File: config.mk
export PLATFORM = sky130hd
export DESIGN_NAME = rfrc_back
export DESIGN_NICKNAME = d
export VERILOG_FILES = /design/src/design/rfrc_pkg.sv /design/src/design/rfrc_back.sv
export SDC_FILE = /design/constraint.sdc
export NUM_CORES = 1
export LEC_CHECK = 0
export BUFFER_PORTS_ARGS = -buffer_cell sky130_fd_sc_hd__buf_2
export CORE_MARGIN = 5
export CORE_UTILIZATION = 45
export CTS_CLUSTER_SIZE = 24
export DETAILED_ROUTE_END_ITERATION = 10
export PLACE_DENSITY = 0.71
export REMOVE_ABC_BUFFERS = 1
export SYNTH_ARGS = -nofsm -noshare
export SYNTH_HDL_FRONTEND = slang
export SYNTH_SLANG_ARGS = --single-unit
File: constraint.sdc
create_clock -name clk_i -period 3.05 [get_ports clk_i]
set_clock_uncertainty 0.05 [all_clocks]
set_input_delay 0 -clock clk_i [delete_from_list [all_inputs] [get_ports clk_i]]
set_output_delay 0 -clock clk_i [all_outputs]
set_load 0.01 [all_outputs]
File: src/design/rfrc_pkg.sv
`timescale 1ns / 1ps
// ----------------------------------------------------------------------------
// rfrc_pkg: shared types and constants of the rtu frame receive checker
// Frame limits, item kinds, verdict codes, queue sizing and the crc16 update.
// ----------------------------------------------------------------------------
package rfrc_pkg;

  localparam int MAX_FRAME = 256;
  localparam int MIN_FRAME = 4;
  // address byte plus two crc bytes
  localparam int FRAME_OVERHEAD = 3;
  localparam int CNT_W = $clog2(MAX_FRAME + 1);

  localparam logic [15:0] CRC_INIT = 16'hFFFF;
  localparam logic [15:0] CRC_POLY = 16'hA001;

  localparam logic [7:0] OWN_ADDR_RST = 8'h01;

  localparam int Q_DEPTH = 2;
  localparam int Q_PTR_W = $clog2(Q_DEPTH);
  localparam int Q_CNT_W = $clog2(Q_DEPTH + 1);

  typedef enum logic {
    OP_BYTE    = 1'b0,
    OP_TIMEOUT = 1'b1
  } op_kind_e;

  typedef enum logic [2:0] {
    ST_OK    = 3'd0,
    ST_SHORT = 3'd1,
    ST_ADDR  = 3'd2,
    ST_CRC   = 3'd3,
    ST_OVF   = 3'd4
  } status_e;

  typedef struct packed {
    op_kind_e    kind;
    logic [7:0]  data;
  } op_t;

  // head of the queue as seen by the back end
  typedef struct packed {
    logic valid;
    op_t  op;
  } q_head_t;

  // modbus crc16, one byte, reflected
  function automatic logic [15:0] crc16_byte(logic [15:0] crc, logic [7:0] b);
    logic [15:0] c;
    c = crc ^ {8'h00, b};
    for (int i = 0; i < 8; i++) begin
      c = c[0] ? ((c >> 1) ^ CRC_POLY) : (c >> 1);
    end
    return c;
  endfunction

endpackage

File: src/design/rfrc_back.sv
`timescale 1ns / 1ps
// ----------------------------------------------------------------------------
// rfrc_back: frame state and verdict
// Runs the byte count, address capture and crc16 per byte word and builds
// the verdict into an output register on a timeout word.
// ----------------------------------------------------------------------------
module rfrc_back (
  input  logic              clk_i,
  input  logic              rst_ni,
  input  rfrc_pkg::q_head_t head_i,
  output logic              pop_o,
  input  logic [7:0]        own_address_i,
  output logic              out_valid_o,
  input  logic              out_ready_i,
  output logic [2:0]        status_o,
  output logic              pdu_ok_o,
  output logic              is_broadcast_o,
  output logic [7:0]        pdu_length_o
);
  import rfrc_pkg::*;

  logic [15:0]      crc_q, crc_d;
  logic [CNT_W-1:0] count_q, count_d;
  logic [7:0]       addr_q, addr_d;
  logic             ovf_q, ovf_d;
  logic             out_valid_q, out_valid_d;
  status_e          status_q, status_d;
  logic             ok_q, ok_d;
  logic             bcast_q, bcast_d;
  logic [7:0]       plen_q, plen_d;
  logic             out_free;
  logic             take;
  logic             is_byte;

  assign is_byte  = (head_i.op.kind == OP_BYTE);
  assign out_free = !out_valid_q || out_ready_i;
  // byte words never wait on the output side
  assign take     = head_i.valid && (is_byte || out_free);
  assign pop_o    = take;

  always_comb begin
    status_d = status_q;
    if (ovf_q) begin
      status_d = ST_OVF;
    end else if (count_q < CNT_W'(MIN_FRAME)) begin
      status_d = ST_SHORT;
    end else if (addr_q != own_address_i && addr_q != 8'h00) begin
      status_d = ST_ADDR;
    end else if (crc_q != 16'h0000) begin
      status_d = ST_CRC;
    end else begin
      status_d = ST_OK;
    end
    ok_d    = (status_d == ST_OK);
    bcast_d = (count_q != '0) && (addr_q == 8'h00);
    plen_d  = ok_d ? 8'(count_q - CNT_W'(FRAME_OVERHEAD)) : 8'h00;
  end

  always_comb begin
    crc_d       = crc_q;
    count_d     = count_q;
    addr_d      = addr_q;
    ovf_d       = ovf_q;
    out_valid_d = out_valid_q && !out_ready_i;
    if (take) begin
      if (is_byte) begin
        if (count_q == CNT_W'(MAX_FRAME)) begin
          ovf_d = 1'b1;
        end else begin
          if (count_q == '0) begin
            addr_d = head_i.op.data;
          end
          crc_d   = crc16_byte(crc_q, head_i.op.data);
          count_d = count_q + 1'b1;
        end
      end else begin
        out_valid_d = 1'b1;
        crc_d       = CRC_INIT;
        count_d     = '0;
        addr_d      = 8'h00;
        ovf_d       = 1'b0;
      end
    end
  end

  always_ff @(posedge clk_i or negedge rst_ni) begin
    if (!rst_ni) begin
      crc_q       <= CRC_INIT;
      count_q     <= '0;
      addr_q      <= 8'h00;
      ovf_q       <= 1'b0;
      out_valid_q <= 1'b0;
    end else begin
      crc_q       <= crc_d;
      count_q     <= count_d;
      addr_q      <= addr_d;
      ovf_q       <= ovf_d;
      out_valid_q <= out_valid_d;
    end
  end

  always_ff @(posedge clk_i) begin
    if (take && !is_byte) begin
      status_q <= status_d;
      ok_q     <= ok_d;
      bcast_q  <= bcast_d;
      plen_q   <= plen_d;
    end
  end

  assign out_valid_o    = out_valid_q;
  assign status_o       = status_q;
  assign pdu_ok_o       = ok_q;
  assign is_broadcast_o = bcast_q;
  assign pdu_length_o   = plen_q;

endmodule

=== Word level (Yosys, flattened, before mapping) ===
Index checks and enable logic that the tools add are counted.

* Add/subtract/negate cells: 2
* Order comparisons: 1
* Equal/unequal tests: 3
* Mux-type cells: 23
* Bitwise gates (word level): 10
* Reduce and logical (&&, ||, !) cells: 20

{| class="wikitable"
|+ Operators by type and width
! cell !! count
|-
| 16-bit two-way mux || 10
|-
| 8-bit two-way mux || 3
|-
| 2-bit NOT with 3-bit output || 8
|-
| 9-bit two-way mux || 2
|-
| 16-bit nonzero test || 1
|-
| 16-bit by 8-bit XOR with 16-bit output || 1
|-
| 9-bit by 1-bit adder with 9-bit output (second input constant) || 1
|-
| 9-bit == test (second input constant) || 1
|-
| 9-bit logical NOT || 1
|-
| 9-bit by 3-bit less-than comparator with 1-bit output (second input constant) || 1
|-
| 3-bit two-way mux || 3
|-
| 9-bit nonzero test || 1
|-
| 8-bit logical NOT || 1
|-
| 8-bit inequality test || 1
|-
| 8-bit nonzero test || 1
|-
| 8-bit by 2-bit subtractor with 8-bit output (second input constant) || 1
|-
| 1-bit logical AND || 5
|-
| 1-bit two-way mux || 4
|-
| 2-bit AND reduction || 2
|-
| 2-bit nonzero test || 2
|-
| 3-bit logical NOT || 1
|-
| 3-bit AND reduction || 1
|-
| 1-bit logical NOT || 2
|-
| 1-bit logical OR || 2
|-
| other kinds (3) || 3
|}

* Bits in registers: 48
* Input bits: 21
* Output and inout port bits: 15
* Logic and storage cells: 68

=== Depth between registers and ports, before layout ===
Gate-level depths: netlist of the first run.

* Word-level depth: 19
* Depth in mapped cells: 8
* Mapped depth without buffers: 7

=== Least setup slack after synthesis of the first run ===
No wires, ideal clock.

* Kind: reg2reg
* Start: reg count_q[3]
* End: reg plen_q[2], in the netlist pdu_length_o[2], data pin
* Setup time: 0.259 ns
* Data arrival time: 1.893 ns
* Data required time: 2.741 ns
* Path slack: 0.849 ns
* Stages on the path, launching flop included: 8
* Path buffers: 2
* Clock period less this slack: 2.201 ns
* Cells stage by stage: dfrtp_1 > buf_6 > or4_4 > or3_1 > nor2_1 > or4_1 > buf_2 > nor3_1

* Word-level cells in the longest chain between the ends: 4

{| class="wikitable"
|+ Ends and longest elaborated chain
! element !! line !! RTL
|-
| start: declaration || rfrc_back.sv:23 || <nowiki>logic [CNT_W-1:0] count_q, count_d;</nowiki>
|-
| start signal: assignment || rfrc_back.sv:95 || <nowiki>count_q <= count_d;</nowiki>
|-
| 9-bit by 3-bit less-than comparator with 1-bit output || rfrc_back.sv:45 || <nowiki>end else if (count_q < CNT_W'(MIN_FRAME)) begin</nowiki>
|-
| 3-bit two-way mux || rfrc_back.sv:45 ||
|-
| 3-bit two-way mux || rfrc_back.sv:43 || <nowiki>if (ovf_q) begin</nowiki>
|-
| 3-bit logical NOT || rfrc_back.sv:54 || <nowiki>ok_d = (status_d == ST_OK);</nowiki>
|-
| end signal: assignment || rfrc_back.sv:107 || <nowiki>plen_q <= plen_d;</nowiki>
|-
| end: declaration || rfrc_back.sv:30 || <nowiki>logic [7:0] plen_q, plen_d;</nowiki>
|}

Every way passes these cells.
A chain may end at the register's enable or synchronous reset.

=== Worst setup path after layout of the first run ===
* Start: reg count_q[0]
* End: reg count_q[2]

* Word-level cells in the longest chain between the ends: 3
* Elaborated cells between the ends (all ways): 6
* Classes of those cells: add/sub: 1; eq/ne: 2; mux: 2; reduce/logical: 1

{| class="wikitable"
|+ Ends and longest elaborated chain
! element !! line
|-
| 9-bit by 1-bit adder with 9-bit output or 9-bit == test (tied branches) || rfrc_back.sv:74, rfrc_back.sv:67
|-
| 9-bit two-way mux or 2-bit inequality test (tied branches) || --
|-
| 9-bit two-way mux or 2-bit AND reduction (tied branches) || --
|}

Parallel ways exist; a longest one is shown, timed or not. The select of a mux whose other input is x is not followed.

==> metrics list, run 1 <==
* Via count: 1,748
- For this run, the post-layout net count is 288.
- Result of the run: finished clean
- Startpoint of the worst hold path: head_i[8]
* RSZ-0062 raised after global routing: false
- By instance count, the leading cell after synthesis is sky130_fd_sc_hd__nor2_1.
- By startpoint and endpoint, the worst setup path is classified as reg -> reg.
* Origin of the worst setup path: count_q[0]
- The layout has 460 filler cells.
- The number of gates resized after CTS was 0.
- Once layout is complete, the utilization of the core stands at 56.13%.
* Min Tclk post-route: 2.449 ns
- The final-report max-slew violation count is 0.
- Synth async-reset ratio: 72.92%
- Derived from the worst setup path, the maximum achievable clock frequency is 0.4084 GHz.
* Pin count of the biggest net entering global routing: 36
- Antenna-violating nets left: 0
* Buffers plus inverters on the worst setup path: 1
- TritonCTS built the clock tree.
* Global-route total usage across every layer: 14.78%
* Flop and latch count out of synthesis: 48
- The synthesized netlist contains 39 unique library cells.
* Hold_ws: 0.04452 ns
- Number of failing setup endpoints in the final timing report: 0
* Endpoint type of the worst setup path: flip-flop
- Counting the buffers created by CTS gives 5.
* Initial Util: 46.97%
- Routability congestion estimate: 0.8121
- The analysis attributes to cell leakage a power of 1.285 nW.
- Count of standard-cell rows: 26
- Post-synth top area share: 19.45%
- The startpoint identified for the worst register-to-register timing path is count_q[0].
- The mapped netlist covers 0.002445 sq mm.
* Top area cells in the synthesized netlist: sky130_fd_sc_hd__dfrtp_1 (19%), sky130_fd_sc_hd__dfstp_2 (17%), sky130_fd_sc_hd__edfxtp_1 (16%)
- Standard cell with the maximum stage delay on the critical path: sky130_fd_sc_hd__a21boi_1
- Instance area after placement: 0.002663 sq mm
- Insertion delay of the later-clocked pin in the worst-skew pair: 0.30 ns
- Final Total Pwr: 2.180 mW
- The number of global-route vias before repair was 1,693.
- No sink is reached through more buffers than the 2 on the longest clock path.
* Worst IR drop on VDD: 322.0 uV
- Data arrives at the worst endpoint at 2.59 ns.
* Area of the die: 0.007007 sq mm
* Number of buffers added on ports: 35
* Filler-free cell count of the finished design: 336
- Cell accounting for the most synthesized area: sky130_fd_sc_hd__dfrtp_1
* Slew @ Worst Pin: 1.072 ns
- Ys Warns: 0
- Cell Chain, Critical Path: inv_1, ha_1, nand2_1, nor4_1, a21boi_1, o21ai_0, a22o_1
- Floorplan die height: 83.71 um
- Crit Path Max Fanout: 16
* Type of origin of the critical path: flip-flop
- Total Routed Length: 4876 um
- Count of endpoints failing hold in the final timing report: 0
- Counting flops with a built-in enable in the synthesized netlist gives 13.
- The detailed router finished its first iteration with 148 violations.
* Cell count after placement: 318
- Once routing completed, OpenROAD measured the worst setup slack at 0.6014 ns.
- Top_reg_cell synth: sky130_fd_sc_hd__dfrtp_1
* Setup TNS Final: 0 ns
* Routed wirelength normalized by instance count: 14.51 um
- Sequential fraction of the synthesis area: 52.61%
* Remaining DRCs: 0
* Initial antenna violation count: 0
- On the worst path, the slowest cell contributes a delay of 0.86 ns.
* CTS H-Tree Depth: 2
- After detailed routing, the number of vias per cell comes to 5.202.
* Synthesized area per cell: 11.06 sq um
- Summing all multi-input logic gate instances after layout gives 0.001080 sq mm.
* Count of clock tree sinks: 48
* Cell types with the highest counts after synthesis: sky130_fd_sc_hd__nor2_1 (29), sky130_fd_sc_hd__xnor2_1 (21), sky130_fd_sc_hd__dfrtp_1 (19), sky130_fd_sc_hd__xor2_1 (19), sky130_fd_sc_hd__dfstp_2 (16)
- Share of post-route cells with drive strength above 1: 24.44%
- Measured along the x axis, the die boundary spans 83.71 um.
- Root Buffer Master: sky130_fd_sc_hd__clkbuf_8
- The core region is 0.005205 sq mm.
* Max-cap violations: 0
- Hold Crit Class: in -> reg
* Power density relative to cell area: 746.0 mW/mm^2
- The number of antenna diodes in the final layout is 0.
* Cell family contributing the most delay on the critical path: compound AO/OA/AOI/OAI gates
- Headroom to the max-slew limit came out at 28.39%.
- The worst path uses 80.28% of the clock period.
* Post-route cell area: 0.002922 sq mm
* First-pass GRT wire length: 8431 um
- Global route total overflow: 0
- Pre-CTS setup slack: 0.5906 ns
- I/O pin total: 36
- Post-synthesis cell count: 221
- Critical path data required time: 3.20 ns
- In this run the post-CTS setup repair buffer count came out at 0.
- Clock transition time at the flip-flop clock pins of the worst setup and hold paths: 0.09 ns
- Area growth from synthesis to final layout: 19.50%
* Register area: 0.001286 sq mm
- Number of iterations in the first detailed-routing pass: 5
* Half-perimeter wire length of the detailed placement result: 3511 um
## state kept, by name, summed over array words and instances (netlist names)
signal / count
ovf_q: 1
count_q: 9
pdu_length_o: 8
crc_q: 16
pdu_ok_o: 1
is_broadcast_o: 1
status_o: 3
addr_q: 8
out_valid_o: 1
## layout make-up
class / instances / area share, %
Timing Repair Buffer: 46 / 9.679
Inverter: 7 / 0.8994
Clock inverter: 3 / 3.084
Sequential cell: 48 / 44.03
Multi-Input combinational cell: 157 / 36.96
Clock buffer: 5 / 2.355
Tap cell: 70 / 2.998
## kinds of logic after synthesis
logic type	after synthesis	synth area share [%]
adder cells (fa/ha/maj)	2	1.023
XOR/XNOR	41	15.25
buffers and inverters	16	3.224
flip-flops	48	52.61
AND/OR/NAND/NOR	75	16.12
AO/OA/AOI/OAI	33	9.315
multiplexers	6	2.457
## report_power, final
part	total (mW)	switching, mW	internal, mW
combinational	0.633	0.308	0.325
clock	0.619	0.210	0.410
sequential	0.927	0.103	0.824
total	2.18	0.621	1.56
## tightest hold or removal path, stage by stage
cell and delay (ns):
sky130_fd_sc_hd__buf_2 0.15, sky130_fd_sc_hd__inv_1 0.15, sky130_fd_sc_hd__a31oi_1 0.10
## repair_timing
item                       in CTS  in global routing
setup endpoints to repair       0                  0
hold buffers                   10                  0
hold endpoints to repair       28                  0
## layout by cell type, fill, tap and decap left out, types with 10 or more instances in the layout
cell type	synthesis	final
sky130_fd_sc_hd__buf_2	3	35
sky130_fd_sc_hd__nor2_1	29	29
sky130_fd_sc_hd__xnor2_1	21	21
sky130_fd_sc_hd__xor2_1	19	19
sky130_fd_sc_hd__dfrtp_1	19	19
sky130_fd_sc_hd__dfstp_2	16	16
sky130_fd_sc_hd__edfxtp_1	13	13
sky130_fd_sc_hd__nand2_1	12	12
sky130_fd_sc_hd__a21oi_1	12	12
sky130_fd_sc_hd__dlygate4sd3_1	0	10
## layer usage
layer	vias up	part of all wire [%]	routed length, um	GRT usage [%]
met5	-	0	0	0
met4	0	1.6	76	5.263
met3	9	5.1	248	2.863
met2	52	47	2275	22.63
met1	828	47	2275	20.83
li1	859	-	-	-
## path summary, 6_finish.rpt
kind / end / slack (ns) / cells after the start
max in group asynchronous: addr_q[7] / 2.21 / 2
worst max-delay path: count_q[2] / 0.60 / 7
worst min register to register: crc_q[9] / 0.47 / 2
worst max register to register: count_q[2] / 0.60 / 7
worst min-delay path: crc_q[14] / 0.04 / 3
min in group asynchronous: ovf_q / 0.26 / 2
Power figures use the tool's default switching activity.
==> run 2: changes to the inputs <==
==> constraint.sdc (replaced) <==
create_clock -name clk_i -period 2.3 [get_ports clk_i]
set_clock_uncertainty 0.05 [all_clocks]
set_input_delay 0 -clock clk_i [delete_from_list [all_inputs] [get_ports clk_i]]
set_output_delay 0 -clock clk_i [all_outputs]
set_load 0.01 [all_outputs]
==> metrics list, run 2 (synthesized netlist as in run 1, its figures left out) <==
- Result of the run: finished clean (unchanged)
- Count of clock tree sinks: 48 (unchanged)
* Endpoint type of the worst setup path: flip-flop (unchanged)
- The number of filler instances in the final layout is 475 (was 460).
- Max-slew violation total from the final report: 0 (unchanged)
* Type of origin of the critical path: flip-flop (unchanged)
- Insertion delay of the later-clocked pin in the worst-skew pair: 0.30 ns (about the same)
- Crit Path Max Fanout: 5 (was 16)
- Routed wirelength normalized by instance count: 14.94 um (was 14.51 um)
- Number of global-route vias before repair: 1,815 (was 1,693)
- The area overhead of the layout relative to synthesis is 20.32% (was 19.50%).
* Fmax: 0.4638 GHz (was 0.4084 GHz)
* Sw power: 0.8300 mW (was 0.6208 mW)
- The number of setup buffers added after CTS is 0 (unchanged).
- Routability congestion estimate: 0.7929 (was 0.8121)
- Min Tclk post-route: 2.156 ns (was 2.449 ns)
- Half-perimeter wire length of the detailed placement result: 3797 um (was 3511 um)
* Pin count of the biggest net entering global routing: 36 (unchanged)
- The maximum ir drop on the vdd rail is 509.8 uV (was 322.0 uV).
* Switch share: 30.91% (was 28.48%)
- The final number of hold-violating endpoints was 0 (unchanged).
- RSZ-0062 raised after global routing: false (unchanged).
* Number of iterations in the first detailed-routing pass: 4 (was 5)
* Global-route total usage across every layer: 15.85% (was 14.78%)
* Critical path data required time: 2.47 ns (was 3.20 ns)
- The number of I/O port buffers was 35 (unchanged).
- Total Routed Length: 5153 um (was 4876 um)
- The die extent in y came to 83.71 um (unchanged).
- Net count, final: 297 (was 288)
- The actual slew at the worst max-slew pin came to 0.7531 ns (was 1.072 ns).
- Bufs on Longest Clock Path: 2 (unchanged)
- The final hold slack came to 0.04258 ns (was 0.04452 ns).
* Ratio of final minimum period to clock period: 93.74% (was 80.28%)
- The share of layout cells above drive strength 1 was 26.91% (was 24.44%).
- Most common cell after layout, fill and taps aside: sky130_fd_sc_hd__buf_2 (unchanged)
- The number of flip-flops in the largest register was 16 (unchanged).
- The TritonCTS buffer count was 5 (unchanged).
- First-pass GRT wire length: 8949 um (was 8431 um)
- The final antenna diode count is 0 (unchanged).
- The floorplan row count came to 26 (unchanged).
* Initial Util: 46.97% (unchanged)
* Critical path data arrival time: 2.33 ns (was 2.59 ns)
- The ratio of total power to cell area was 912.8 mW/mm^2 (was 746.0 mW/mm^2).
- Leading cell types in the layout, fill and taps excluded: sky130_fd_sc_hd__buf_2 (35), sky130_fd_sc_hd__nor2_1 (29), sky130_fd_sc_hd__xnor2_1 (21) (unchanged)
* Number of failing setup endpoints in the final timing report: 0 (unchanged)
* Max_slew headroom: 49.79% (was 28.39%)
* Antenna-violating nets left: 0 (unchanged)
- Clock tree from TritonCTS: yes (unchanged)
- The number of maximum-capacitance constraint violations was 0 (unchanged).
* Clock group share of total power: 22.2% (was 28.4%)
- Post-DR vias/cell: 5.157 (was 5.202)
- Critical Setup Path Class: reg -> reg (unchanged)
- The I/O pin count is 36 (unchanged).
- Root Buffer Master: sky130_fd_sc_hd__clkbuf_8 (unchanged)
- The remaining global-route overflow is 0 (unchanged).
- The power share of the combinational group was 32.1% (was 29.1%).
- The leakage power of the design is 1.310 nW (was 1.285 nW).
- The number of DRC markers in iteration 0 was 147 (was 148).
- Filler-free cell count of the finished design: 345 (was 336)
* Area of the die: 0.007007 sq mm (unchanged)
- The number of H-tree levels is 2 (unchanged).
- The number of antenna violations at the first check in global routing is 0 (unchanged).
- Largest register by flop count: crc_q (unchanged)
- Horizontal extent of the die: 83.71 um (unchanged)
* Biggest registers after layout: crc_q: 16 flops, count_q: 9 flops (unchanged)
* Via count: 1,779 (was 1,748)
- The post-detailed-route DRC marker count is 0 (unchanged).
* Internal power component: 1.855 mW (was 1.559 mW)
* Sequential fraction of design power: 45.6% (was 42.5%)
* Final Total Pwr: 2.685 mW (was 2.180 mW)
- Cell count after placement: 327 (was 318)
* Hold Crit Class: in -> reg (unchanged)
- The clock transition at the register clock pins on the worst setup and hold paths after CTS was 0.08 ns (was 0.09 ns).
- Placeable Area: 0.005205 sq mm (unchanged)
run 2: cell count changes in the layout (fill, tap and decap cells not counted), sizes merged:
cell	before	now
buf	36	45
clkinv	1	2
bufinv	3	1
clkbuf	5	6
run 2: worst paths after layout:
check | to | depth (start not counted) | slack (ns) | from
max reg2reg | crc_q[2] | 5 | 0.14 | count_q[3]
min in group asynchronous | out_valid_o | 2 | 0.25 | rst_ni
max | crc_q[2] | 5 | 0.14 | count_q[3]
min | crc_q[15] | 3 | 0.04 | head_i[8]
max in group asynchronous | ovf_q | 2 | 1.47 | rst_ni
min reg2reg | crc_q[10] | 2 | 0.47 | crc_q[10]
run 2: power by group through the flow:
stage / Combinational (mW) / Clock, mW / Sequential, mW
floorplan: 0.672 / 0 / 1.21
detailed placement: 0.849 / 0 / 1.24
finish: 0.862 / 0.597 / 1.23
CTS: 0.869 / 0.608 / 1.22
global placement: 0.830 / 0 / 1.23
global route: 0.945 / 0.657 / 1.24
run 2: stage by stage:
stage | utilization, % | worst slack [ns] | instance area [sq um] | TNS, ns
CTS | 56.44 | 0.05769 | 2938 | 0
global placement | 52.45 | 0.1179 | 2730 | 0
floorplan | - | -0.4645 | 2392 | -5.307
global route | 56.51 | 0.02640 | 2942 | 0
finish | 56.51 | 0.1439 | 2942 | 0
detailed placement | 52.45 | 0.08305 | 2730 | 0
run 2: what timing repair did:
item                                   4_1_cts  5_1_grt
gates resized for setup                      0        1
endpoints found under the hold margin       28        0
hold buffers                                10        0
setup endpoints to repair                    0        6
run 2: cell type report:
type	instances	area (sq um)	share of cell area (%)
inverter	7	26.28	0.8932
clock inverter	2	35.03	1.191
tap	70	87.58	2.977
timing repair buffer	55	350.3	11.91
sequential	48	1286	43.73
clock buffer	6	72.57	2.467
multi-input combinational	157	1084	36.84
run 2: layer usage:
layer / track usage (%) / vias up / part of all wire (%)
met5: 0 / - / 0
met4: 5.556 / 0 / 2.1
met3: 3.751 / 8 / 4.8
met2: 25.89 / 38 / 49
met1: 20.58 / 859 / 44
li1: - / 874 / -
run 2: worst max-delay path, stage by stage (launching register included):
cell,delay [ns]
sky130_fd_sc_hd__dfrtp_1,0.39
sky130_fd_sc_hd__or4_4,0.55
sky130_fd_sc_hd__or4_4,0.54
sky130_fd_sc_hd__and2_1,0.28
sky130_fd_sc_hd__mux2i_1,0.18
sky130_fd_sc_hd__nand2_1,0.09
